$ cat config.mk
export PLATFORM = sky130hd
export DESIGN_NAME = bfn_hash
export DESIGN_NICKNAME = d
export VERILOG_FILES = /design/src/sv/bfn_pkg.sv /design/src/sv/bfn_hash.sv
export SDC_FILE = /design/constraint.sdc
export NUM_CORES = 1
export LEC_CHECK = 0
export ABC_AREA = 1
export BUFFER_PORTS_ARGS = -buffer_cell sky130_fd_sc_hd__buf_2
export CORE_MARGIN = 1
export CORE_UTILIZATION = 40
export DETAILED_ROUTE_END_ITERATION = 7
export GPL_ROUTABILITY_DRIVEN = 0
export GPL_TIMING_DRIVEN = 0
export SYNTH_ARGS = -nofsm -noshare
export SYNTH_HDL_FRONTEND = slang
export SYNTH_SLANG_ARGS = --single-unit
$ cat constraint.sdc
create_clock -name i_clk -period 8.88 [get_ports i_clk]
set_clock_uncertainty 0.05 [all_clocks]
set_input_delay 0.444 -clock i_clk [delete_from_list [all_inputs] [get_ports i_clk]]
set_output_delay 0.444 -clock i_clk [all_outputs]
set_load 0.05 [all_outputs]
$ cat src/sv/bfn_pkg.sv
// Shared constants, types and helpers for the FNV-1a Bloom filter.
`timescale 1ns / 1ps

package bfn_pkg;

    localparam int MAX_BYTES    = 4096;
    localparam int MAX_PROBES   = 16;
    localparam int ADDR_W       = $clog2(MAX_BYTES);
    localparam int BIT_W        = $clog2(MAX_BYTES * 8);
    localparam int NBITS_W      = BIT_W + 1;
    localparam int PROBE_W      = $clog2(MAX_PROBES + 1);
    localparam int CFG_BYTES_W  = 13;
    localparam int CFG_PROBES_W = 5;
    localparam int CFG_IDX_W    = 8;
    localparam int CFG_DATA_W   = 16;
    localparam int HASH_W       = 64;
    localparam int MOD_DIGITS   = 4;
    localparam int MOD_STEPS    = HASH_W / MOD_DIGITS;
    localparam int MOD_CNT_W    = $clog2(MOD_STEPS);

    localparam logic [HASH_W-1:0] FNV_BASIS  = 64'hCBF29CE484222325;
    // FNV prime is 2^40 + 0x1B3
    localparam int                FNV_SHIFT  = 40;
    localparam logic [8:0]        FNV_LOW    = 9'h1B3;
    localparam logic [HASH_W-1:0] PROBE_STEP = 64'h9E3779B97F4A7C15;

    typedef enum logic {
        ACT_ADD   = 1'b0,
        ACT_CHECK = 1'b1
    } t_action;

    typedef enum logic [CFG_IDX_W-1:0] {
        CFG_BYTES_IN_USE = 8'd0,
        CFG_PROBE_COUNT  = 8'd1
    } t_cfg_idx;

    typedef enum logic [2:0] {
        ST_CLEAR,
        ST_IDLE,
        ST_MOD,
        ST_READ,
        ST_TEST,
        ST_DONE
    } t_state;

    typedef struct packed {
        logic              we;
        logic [ADDR_W-1:0] waddr;
        logic [7:0]        wdata;
        logic              re;
        logic [ADDR_W-1:0] raddr;
    } t_store_cmd;

    // One FNV-1a step: xor the byte, multiply by the prime mod 2^64.
    function automatic logic [HASH_W-1:0] fnv_fold(input logic [HASH_W-1:0] h,
                                                   input logic [7:0] b);
        logic [HASH_W-1:0] x;
        logic [HASH_W-1:0] lo;
        x  = h ^ {{(HASH_W-8){1'b0}}, b};
        lo = HASH_W'(x * {{(HASH_W-9){1'b0}}, FNV_LOW});
        return (x << FNV_SHIFT) + lo;
    endfunction

endpackage

$ cat src/sv/bfn_hash.sv
// Running FNV-1a hash register, folded one key byte per word.
`timescale 1ns / 1ps

module bfn_hash (
    input  logic                         i_clk,
    input  logic                         i_rst_n,
    input  logic                         i_accept,
    input  logic [7:0]                   i_byte,
    input  logic                         i_byte_valid,
    input  logic                         i_last,
    output logic [bfn_pkg::HASH_W-1:0]   o_fold
);

    logic [bfn_pkg::HASH_W-1:0] r_hash;
    logic [bfn_pkg::HASH_W-1:0] n_hash;

    assign o_fold = i_byte_valid ? bfn_pkg::fnv_fold(r_hash, i_byte) : r_hash;

    always_comb begin
        n_hash = r_hash;
        if (i_accept) begin
            // restart at the basis once the key ends
            n_hash = i_last ? bfn_pkg::FNV_BASIS : o_fold;
        end
    end

    always_ff @(posedge i_clk) begin
        if (!i_rst_n) begin
            r_hash <= bfn_pkg::FNV_BASIS;
        end else begin
            r_hash <= n_hash;
        end
    end

endmodule

==> impl_metrics.tcl <==
set metrics [dict create \
    firstDrtPassIters 7 \
    gr-total-overflow 0 \
    yosys_warnings 0 \
    grt_start_max_net_pins 14 \
    cts_sinks 64 \
    ctsResizeCount 0 \
    ys_types 39 \
    ys_seq_area_share_pct 7.45 \
    nets 3071 \
    portBuffers 74 \
    final_layout_size_suffix_gt1_share_pct 6.74 \
    dp_worst_setup_slack_ps 2250 \
    hold_viol 0 \
    slowest_delay_ps 920 \
    num_io_pins 77 \
    stdcell_count 3196 \
    cp_max_fo 6 \
    slew_viol_final 0 \
    drt_iter0_drc 1292 \
    finalCritPeriodShare_pct 78.2 \
    regMostFlops "r_hash" \
    post_cts_buffers 0 \
    rsz0062_at_grt "false" \
    wirelength_um 57000 \
    setup_tns_ps 0 \
    async_flop_share_pct 0 \
    syn-num-nets 2986 \
    die_y_um 209 \
    synth-edff-count 0 \
    cpMaxStageDelayCell "xnor2_1" \
    status "completed" \
    layout_min_cycle_time_ps 6940 \
    worstMarginPinSlew_ps 1400 \
    first_global_vias 15500 \
    synth_area_sq_um 17200 \
    dieArea_sq_um 43800 \
    synth.avg_cell_area_sq_um 6.70 \
    ys.flop_type "dfxtp_1" \
    vias 15900 \
    clk_pin_slew_ps 70 \
    ant_nets 0 \
    worstPathArrival_ps 6450 \
    cap_violations 0 \
    cts.path.max_buffers 2 \
    drc 0 \
    htreeDepth 3 \
    via_per_inst 4.96 \
    largest_reg_flops 64 \
    synth_compound_area_share_pct 6.49 \
    required_ps 8390 \
    area_growth_pct 7.84 \
    reg.largest.list "r_hash: 64 flops" \
    avgRoutedWirePerCell_um 17.8 \
    synth_xor_area_share_pct 4.69 \
    worst_path_dominant_cell_family "adder cells" \
    fmax_mhz 144 \
    synth-simple-area-share_pct 25.5 \
    synth_top_family_by_area "adder cells" \
    antenna_found_initial 0 \
    path_cells "xnor2_1 > inv_1 > ha_1 > clkbuf_1 > xnor2_1 > xor2_1 > fa_1 > inv_1 > fa_1 > ha_1 > ha_1 > nand2_1 > nor2_1 > nand3_1 > nand2_1 > nand2_1 > nand2_1 > nand2_1 > nand4_1 > nand3_1 > and2_1 > buf_2" \
    synth_adder_area_share_pct 38.7 \
    finalWorstSetupSlack_ps 1940 \
    cp_num_buf_inv 4 \
    slew_headroom_pct 6.16 \
    dp_hpwl_um 50600 \
    final_cell_area_sq_um 18500 \
    clk_latency_ps 370 \
    num_rows 75 \
    cts-hold-fix-buffers 0 \
    dpl.cell_count 3180 \
    die_w_um 209 \
    cp-end-kind "output pin" \
    hp-class "input port to flop" \
    antennaDiodeCount 0 \
    setup_viol 0 \
    muxShareOfSynthArea_pct 0 \
    crit_top_cell "nand2_1" \
    numCtsBuffers 9 \
    grt_pass1_wl_um 87900 \
    synth-seq-cells 64 \
    cts_root_buffer "clkbuf_16" \
    cts_tree "done" \
    coreArea_sq_um 42100 \
    critical_path_class "flop to output pin" \
    floorplan.initialDensity_pct 40.8 \
    grtUsageTotal_pct 26.6 \
    synth_cells 2567 \
    placed_cell_area_sq_um 18200 \
    start_kind "flop" \
]
stage by stage:
stage / util, % / hold slack [ps]
2_1_floorplan: - / 421
3_3_place_gp: 43.3 / 438
3_5_place_dp: 43.3 / 444
4_1_cts: 44.0 / 359
5_1_grt: 44.0 / 412
6_report: 44.0 / 356
synthesized netlist by cell type, types with 24 or more instances:
| cell type | instances | share of area (%) |
|---|---|---|
| fa_1 | 210 | 24 |
| nand2_1 | 696 | 15 |
| ha_1 | 196 | 14 |
| nor2_1 | 83 | 1.8 |
| xor2_1 | 47 | 2.4 |
| xnor2_1 | 45 | 2.3 |
| and2_1 | 24 | 0.87 |
| inv_1 | 740 | 16 |
| dfxtp_1 | 64 | 7.5 |
| a21oi_1 | 103 | 3.0 |
| clkbuf_1 | 26 | 0.57 |
| nand3_1 | 120 | 3.5 |
worst register-to-register path, delay by kind of cell (launching register included):
family / cells / cell delay, ps
compound gates: 1 / 80
xor+xnor: 3 / 1400
fa+ha+maj: 5 / 1910
buf+inv: 3 / 560
flops: 1 / 340
simple gates: 10 / 1580
layout make-up:
cell class	count	area (sq um)
fillers	4405	23600
multi-input cells	1719	13000
clock inverters	7	77.6
well taps	539	674
inverters	748	2810
repair buffers	74	370
flip-flops and latches	64	1280
clock buffers	9	225
plain buffers	36	143
cells in the final DEF (no fill, tap or decap), types with 26 or more instances in the layout:
cell type,count
buf_2,80
xor2_1,47
ha_1,196
a21oi_1,103
xnor2_1,45
inv_1,740
dfxtp_1,64
nor2_1,83
fa_1,210
clkbuf_1,26
nand3_1,120
nand2_1,696
path summary, 6_finish.rpt:
check	slack, ps	cells past startpoint	to	startpoint
min	360	2	r_hash[2]	i_rst_n
max reg2reg	2820	22	r_hash[48]	r_hash[7]
min reg2reg	460	2	r_hash[6]	r_hash[6]
max	1940	22	o_fold[48]	r_hash[7]
cell families after synthesis:
family                     after synthesis
buffers and inverters                  784
DFF                                     64
and+or+nand+nor                       1025
adders and majority gates              406
AOI/OAI and AO/OA                      196
xor gates and xnor gates                92
routing by layer:
layer  global-route usage, %  vias to the layer above  share of wire (%)
met5                       0                        -                  0
met4                    13.1                        0                5.1
met1                    34.9                     7458                 43
li1                        -                     7742                  -
met3                    3.17                      109                7.1
met2                    43.4                      552                 45
Power is not shown: default switching activity piles up to over one toggle a cycle in this logic, so the estimate is an artifact.
