[src/sv/bfn_pkg.sv]
// Shared constants, types and helpers for the FNV-1a Bloom filter.
`timescale 1ns / 1ps

package bfn_pkg;

    localparam int MAX_BYTES    = 4096;
    localparam int MAX_PROBES   = 16;
    localparam int ADDR_W       = $clog2(MAX_BYTES);
    localparam int BIT_W        = $clog2(MAX_BYTES * 8);
    localparam int NBITS_W      = BIT_W + 1;
    localparam int PROBE_W      = $clog2(MAX_PROBES + 1);
    localparam int CFG_BYTES_W  = 13;
    localparam int CFG_PROBES_W = 5;
    localparam int CFG_IDX_W    = 8;
    localparam int CFG_DATA_W   = 16;
    localparam int HASH_W       = 64;
    localparam int MOD_DIGITS   = 4;
    localparam int MOD_STEPS    = HASH_W / MOD_DIGITS;
    localparam int MOD_CNT_W    = $clog2(MOD_STEPS);

    localparam logic [HASH_W-1:0] FNV_BASIS  = 64'hCBF29CE484222325;
    // FNV prime is 2^40 + 0x1B3
    localparam int                FNV_SHIFT  = 40;
    localparam logic [8:0]        FNV_LOW    = 9'h1B3;
    localparam logic [HASH_W-1:0] PROBE_STEP = 64'h9E3779B97F4A7C15;

    typedef enum logic {
        ACT_ADD   = 1'b0,
        ACT_CHECK = 1'b1
    } t_action;

    typedef enum logic [CFG_IDX_W-1:0] {
        CFG_BYTES_IN_USE = 8'd0,
        CFG_PROBE_COUNT  = 8'd1
    } t_cfg_idx;

    typedef enum logic [2:0] {
        ST_CLEAR,
        ST_IDLE,
        ST_MOD,
        ST_READ,
        ST_TEST,
        ST_DONE
    } t_state;

    typedef struct packed {
        logic              we;
        logic [ADDR_W-1:0] waddr;
        logic [7:0]        wdata;
        logic              re;
        logic [ADDR_W-1:0] raddr;
    } t_store_cmd;

    // One FNV-1a step: xor the byte, multiply by the prime mod 2^64.
    function automatic logic [HASH_W-1:0] fnv_fold(input logic [HASH_W-1:0] h,
                                                   input logic [7:0] b);
        logic [HASH_W-1:0] x;
        logic [HASH_W-1:0] lo;
        x  = h ^ {{(HASH_W-8){1'b0}}, b};
        lo = HASH_W'(x * {{(HASH_W-9){1'b0}}, FNV_LOW});
        return (x << FNV_SHIFT) + lo;
    endfunction

endpackage

[src/sv/bfn_mod.sv]
// Iterative 64-bit modulo unit, four dividend bits per cycle.
`timescale 1ns / 1ps

module bfn_mod (
    input  logic                          i_clk,
    input  logic                          i_rst_n,
    input  logic                          i_start,
    input  logic [bfn_pkg::HASH_W-1:0]    i_dividend,
    input  logic [bfn_pkg::NBITS_W-1:0]   i_divisor,
    output logic                          o_done,
    output logic [bfn_pkg::BIT_W-1:0]     o_rem
);

    logic                          r_busy;
    logic                          r_done;
    logic [bfn_pkg::MOD_CNT_W-1:0] r_cnt;
    logic [bfn_pkg::HASH_W-1:0]    r_div;
    logic [bfn_pkg::NBITS_W-1:0]   r_divisor;
    logic [bfn_pkg::BIT_W-1:0]     r_rem;
    logic [bfn_pkg::HASH_W-1:0]    n_div;
    logic [bfn_pkg::BIT_W-1:0]     n_rem;

    // restoring steps: remainder stays below the divisor
    always_comb begin
        logic [bfn_pkg::NBITS_W-1:0] v_t;
        n_div = r_div;
        n_rem = r_rem;
        for (int k = 0; k < bfn_pkg::MOD_DIGITS; k++) begin
            v_t   = {n_rem, n_div[bfn_pkg::HASH_W-1]};
            n_div = {n_div[bfn_pkg::HASH_W-2:0], 1'b0};
            if (v_t >= r_divisor) begin
                v_t = v_t - r_divisor;
            end
            n_rem = v_t[bfn_pkg::BIT_W-1:0];
        end
    end

    always_ff @(posedge i_clk) begin
        if (!i_rst_n) begin
            r_busy <= 1'b0;
            r_done <= 1'b0;
            r_cnt  <= '0;
        end else begin
            r_done <= 1'b0;
            if (i_start) begin
                r_busy <= 1'b1;
                r_cnt  <= '0;
            end else if (r_busy) begin
                r_cnt <= r_cnt + 1'b1;
                if (r_cnt == bfn_pkg::MOD_CNT_W'(bfn_pkg::MOD_STEPS - 1)) begin
                    r_busy <= 1'b0;
                    r_done <= 1'b1;
                end
            end
        end
    end

    always_ff @(posedge i_clk) begin
        if (i_start) begin
            r_div     <= i_dividend;
            r_divisor <= i_divisor;
            r_rem     <= '0;
        end else if (r_busy) begin
            r_div <= n_div;
            r_rem <= n_rem;
        end
    end

    assign o_done = r_done;
    assign o_rem  = r_rem;

endmodule

[config.mk]
export PLATFORM = sky130hd
export DESIGN_NAME = bfn_mod
export DESIGN_NICKNAME = d
export VERILOG_FILES = /design/src/sv/bfn_pkg.sv /design/src/sv/bfn_mod.sv
export SDC_FILE = /design/constraint.sdc
export NUM_CORES = 1
export LEC_CHECK = 0
export BUFFER_PORTS_ARGS = -buffer_cell sky130_fd_sc_hd__buf_2
export CAP_MARGIN = 30
export CORE_MARGIN = 8
export CORE_UTILIZATION = 35
export CTS_CLUSTER_DIAMETER = 50
export DETAILED_ROUTE_END_ITERATION = 16
export SETUP_SLACK_MARGIN = 0.15
export SYNTH_ARGS = -nofsm -noshare
export SYNTH_HDL_FRONTEND = slang
export SYNTH_SLANG_ARGS = --single-unit
[constraint.sdc]
create_clock -name i_clk -period 10.7 [get_ports i_clk]
set_input_delay 0.535 -clock i_clk [delete_from_list [all_inputs] [get_ports i_clk]]
set_output_delay 0.535 -clock i_clk [all_outputs]
set_load 0.01 [all_outputs]
==> run metrics, run 1 <==
final net count 1044; Fin Clk Skew 16.4 ps; CP required 10960 ps; initial antenna violation count 2; critical path class flop to flop; # setup viols final 0; slowest stage delay, CP 570 ps; largest area contributor in the netlist edfxtp_1; final setup TNS 0 ps; worst relative slew slack 45.4%; crit path capture type flop; CP arrival 9930 ps; largest net degree at the start of global routing 65; first-pass GRT wire length 35.1 mm; CTS tree built; TritonCTS buffer count 9; vias in the first global route 6527; crit path max fanout 21; most frequent cells after synthesis 80 x edfxtp_1, 65 x ha_1, 62 x mux2_2; synthesized flop and latch total 101; Layout Utilization 40.1%; count leader, synth edfxtp_1; Max Slew Vio Count 0; clk buf depth 2; DRC Markers 0; gpl congestion 0.897; top-area cell type share of the netlist area 29.9%; Core ar. 22600 sq um; clock transition at the registers of the reported paths 80 ps; max cap viols 0; Hold Crit Class input pin to flop; final worst slack 1030 ps; IO Pins 99; post-route cell area 9050 sq um; Fillers 2269; die area 28100 sq um; asr flop ratio synth 0%; # port buffers 98; synth warn 0; critical path's slowest cell nor2_2; post-synth net total 961; final wirelength 22.5 mm; Area Overhead vs Synth 12.6%; RSZ-0062 raised after global routing false; Synth Flop Type edfxtp_1; clock root cell clkbuf_16; startpoint types flop; layout cell share with drive strength beyond 1 25.2%; Post-CTS Hold Buffers 0; Unique masters post-synth 87; Post-DP HPWL 17.6 mm; post-DR vias/cell 5.51; Tcrit/Tclk final 90.4%; Post-synth EDFFs 80; Initial DRC Count 445; post-route ant nets 0; Min Clock Period, post-route 9670 ps; mapped cell area 8040 sq um; Std-Cell Rows 55; Post-DP Area 8750 sq um; H-tree depth reported by CTS 3; die width 168 um; Worst-Margin Slew 818 ps; outcome finished clean; CTS sink cnt 101; GRT Overall Usage 15.7%; Avg Inst Size Synth 9.94 sq um; n_diodes 0; total gr overflow 0; vias after detailed routing 6510; largest cells by area after synthesis edfxtp_1 30%, ha_1 10%, mux2_2 8.7%; worst slack at placement 921 ps; Final Hold Viols 0; first drt pass iteration count 5; cell count after synthesis 809; Worst-Skew Late Latency 350 ps; FMAX 103 MHz; Initial Util 35.6%; Seq/Total Area, Yosys 35.1%; Wirelength per Cell 19.0 um; Die Y 168 um
## sequential cells by signal (all words and copies together), names as in the netlist
signal	cells
r_busy	1
r_cnt	4
r_div	64
r_divisor	16
o_done	1
o_rem	15
## cell usage in the layout, fill, tap and decap left out, types with 6 or more instances in the layout
cell type / n
and2_1: 8
edfxtp_1: 80
inv_1: 36
nand2_1: 54
nor2_1: 59
nand3_1: 22
mux2_2: 62
a21o_1: 31
o21ai_0: 29
nand4_1: 13
a21oi_1: 58
a211oi_1: 8
buf_2: 97
o21ai_1: 7
o21bai_1: 6
dfxtp_1: 21
nor2b_1: 7
o211ai_1: 8
nor3_1: 17
nand2b_1: 7
o21a_1: 16
xor2_1: 16
a31oi_1: 14
ha_1: 65
xnor2_1: 25
clkbuf_16: 9
## critical path: cells and delay by family, from the launching register on
family                     cells  cell delay (ps)
and+or+nand+nor                9             2890
buffers and inverters          3              220
muxes                          1              330
DFF                            1              420
adders and majority gates      5             1520
AOI/OAI and AO/OA             17             4200
## layer usage
layer	share of wire (%)	track usage (%)	wire length (um)	up-vias
met5	0.10	0	23	-
met4	1.8	4.77	415	4
met3	5.7	3.06	1280	29
met2	46	25.8	10400	180
met1	46	20.6	10300	3080
li1	-	-	-	3217
## what timing repair did
action	CTS	global route
setup buffers	0	0
resized for setup	0	1
setup endpoints to repair	0	2
## per-stage QoR
| step | instances | hold WS, ps |
|---|---|---|
| 2_1_floorplan | 809 | 439 |
| 3_3_place_gp | 1165 | 458 |
| 3_5_place_dp | 1166 | 454 |
| 4_1_cts | 1182 | 342 |
| 5_1_grt | 1182 | 342 |
| 6_report | 1182 | 355 |
## cells by family (layout without fill, tap and decap cells)
| group | count (synthesis) | count (layout) | synth area share (%) |
|---|---|---|---|
| compound gates | 237 | 237 | 21.5 |
| flops | 101 | 101 | 35.1 |
| buf+inv | 68 | 156 | 4.20 |
| fa+ha+maj | 69 | 69 | 11.1 |
| simple gates | 226 | 226 | 14.3 |
| mux | 67 | 67 | 9.30 |
| xor+xnor | 41 | 41 | 4.47 |
## cell type report
cell class	instances	area (sq um)	area share, %
multi-input cells	640	4880	53.9
well taps	285	357	3.94
clock buffers	9	225	2.49
inverters	38	143	1.58
clock inverters	7	81.3	0.898
repair buffers	102	543	6.00
flip-flops and latches	101	2820	31.2
## path summary, 6_finish.rpt
path	start	end	slack, ps	cells past startpoint
max	r_div[63]	o_rem[2]	1030	35
min	i_divisor[0]	r_divisor[0]	350	1
min reg2reg	r_cnt[3]	o_done	480	2
max reg2reg	r_div[63]	o_rem[2]	1030	35
Power of run 1 is not shown: default switching activity piles up to over one toggle a cycle in this logic, so the estimate is an artifact.
==> run 2, diff against run 1 <==
--- a/config.mk
+++ b/config.mk
@@ -7,10 +7,13 @@
 export LEC_CHECK = 0
 export BUFFER_PORTS_ARGS = -buffer_cell sky130_fd_sc_hd__buf_2
 export CAP_MARGIN = 30
+export CELL_PAD_IN_SITES_DETAIL_PLACEMENT = 2
+export CELL_PAD_IN_SITES_GLOBAL_PLACEMENT = 2
 export CORE_MARGIN = 8
 export CORE_UTILIZATION = 35
 export CTS_CLUSTER_DIAMETER = 50
 export DETAILED_ROUTE_END_ITERATION = 16
+export PLACE_DENSITY_LB_ADDON = 0.1
 export SETUP_SLACK_MARGIN = 0.15
 export SYNTH_ARGS = -nofsm -noshare
 export SYNTH_HDL_FRONTEND = slang
==> run 2 against run 1 <==
Final cell count increased by 0.42%. Non-clock buffer count increased by 3. Sequential share of layout area decreased by 0.11 points. Clock skew decreased by 6.2 ps. Critical path depth unchanged. Via count increased by 4.6%. Wire length increased by 27%. Global-route usage increased by 4.6 points. Setup slack got worse by 400 ps. First-iteration DRC count decreased by 31%. Critical endpoint unchanged.
==> run metrics, run 2 (synthesis results as in run 1) <==
GRT Overall Usage 20.4% (+4.6 points); Worst-Skew Late Latency 350 ps (about the same); DRC Markers 0 (unchanged); Core ar. 22600 sq um (unchanged); CTS tree built; # port buffers 98 (unchanged); Top reg by flops r_div; number of flip-flops in the largest register 64 (unchanged); Max Slew Vio Count 0 (unchanged); Fillers 2451 (+8.0%); Post-DP HPWL 23.6 mm (+34%); final setup TNS 0 ps (unchanged); H-tree depth reported by CTS 3 (unchanged); outcome finished clean; slowest stage delay, CP 640 ps (+70 ps); post-DR vias/cell 5.74 (+4.2%); # setup viols final 0 (unchanged); CP Buf/Inv Count 3 (unchanged); Final Hold Viols 0 (unchanged); commonest non-fill, non-tap cell in the layout buf_2; Area Overhead vs Synth 13.0%; Layout Utilization 40.3% (+0.14 points); final wirelength 28.6 mm (+27%); TritonCTS buffer count 9 (unchanged); Tcrit/Tclk final 94.1% (+3.8 points); crit path max fanout 12 (-43%); kind of cell adding the most delay to the critical path compound AO/OA/AOI/OAI gates; vias after detailed routing 6810 (+4.6%); FMAX 99.3 MHz (-4.0%); M3 GR Usage 3.90% (+0.85 points); met1 GRT Util 23.2% (+2.7 points); met2 Usage GRT 37.5% (+12 points); Fin Clk Skew 10.2 ps (-6.17 ps); Top cell by count, worst path nand3_1; critical path class flop to flop; Min Clock Period, post-route 10070 ps (+402 ps); initial antenna violation count 4 (+2); commonest non-fill, non-tap cells in the layout 97 x buf_2, 80 x edfxtp_1, 65 x ha_1; final net count 1047 (+0.29%); clk buf depth 2 (unchanged); max cap viols 0 (unchanged); CTS sink cnt 101 (unchanged); Std-Cell Rows 55 (unchanged); CP required 10970 ps (about the same); layout cell share with drive strength beyond 1 25.4% (+0.25 points); post-route ant nets 0 (unchanged); Wirelength per Cell 24.1 um (+27%); first-pass GRT wire length 44.6 mm (+27%); largest net degree at the start of global routing 65 (unchanged); crit path capture type flop; Worst-Margin Slew 815 ps (-3.26 ps); CP arrival 10340 ps (+410 ps); clock root cell clkbuf_16; Die Y 168 um (unchanged); first drt pass iteration count 4 (-1); Initial Util 35.6% (unchanged); die width 168 um (unchanged); vias in the first global route 7731 (+18%); GRT busiest layer met2; gpl congestion 0.866 (-3.4%); clock transition at the registers of the reported paths 80 ps (about the same); total gr overflow 0 (unchanged); Initial DRC Count 306 (-31%); RSZ-0062 raised after global routing false; worst relative slew slack 45.7% (+0.22 points); critical path's slowest cell or4_1; startpoint types flop; Hold Crit Class input pin to flop; die area 28100 sq um (unchanged); IO Pins 99 (unchanged)
## run 2: final cells by class
| type | count | area (sq um) | area share (%) |
|---|---|---|---|
| antenna | 2 | 5.00 | 0.0551 |
| clock buffer | 10 | 229 | 2.52 |
| clock inverter | 6 | 77.6 | 0.854 |
| inverter | 38 | 143 | 1.57 |
| multi-input combinational | 640 | 4890 | 53.8 |
| sequential | 101 | 2820 | 31.1 |
| tap | 285 | 357 | 3.92 |
| timing repair buffer | 105 | 566 | 6.22 |
## run 2: path summary, 6_finish.rpt
check / from / endpoint / slack, ps / depth (start not counted)
setup reg to reg: r_divisor[1] / o_rem[2] / 630 / 35
hold reg to reg: r_cnt[3] / o_done / 480 / 2
setup / recovery: r_divisor[1] / o_rem[2] / 630 / 35
hold / removal: i_divisor[2] / r_divisor[2] / 350 / 1
## run 2: metrics by stage
step | hold slack, ps | area, sq um | setup WS [ps] | std cells
6_report | 350 | 9090 | 627 | 1187
5_1_grt | 337 | 9080 | 170 | 1186
4_1_cts | 343 | 9080 | 571 | 1185
3_3_place_gp | 456 | 8740 | 842 | 1168
3_5_place_dp | 473 | 8770 | 654 | 1169
2_1_floorplan | 439 | 8040 | 2780 | 809
## run 2: layer usage
layer	share of wire [%]	up-vias
li1	-	3223
met1	42	3378
met2	51	155
met3	4.2	48
met4	2.6	6
met5	0.11	-
## run 2: what timing repair did
| action | 4_1_cts | 5_1_grt |
|---|---|---|
| endpoints found under the setup margin | 0 | 9 |
| hold buffers | 0 | 0 |
| hold endpoints to repair | 0 | 0 |
| gates resized for setup | 0 | 2 |
| buffers inserted | 0 | 0 |
Power of run 2 is left out for the same reason.
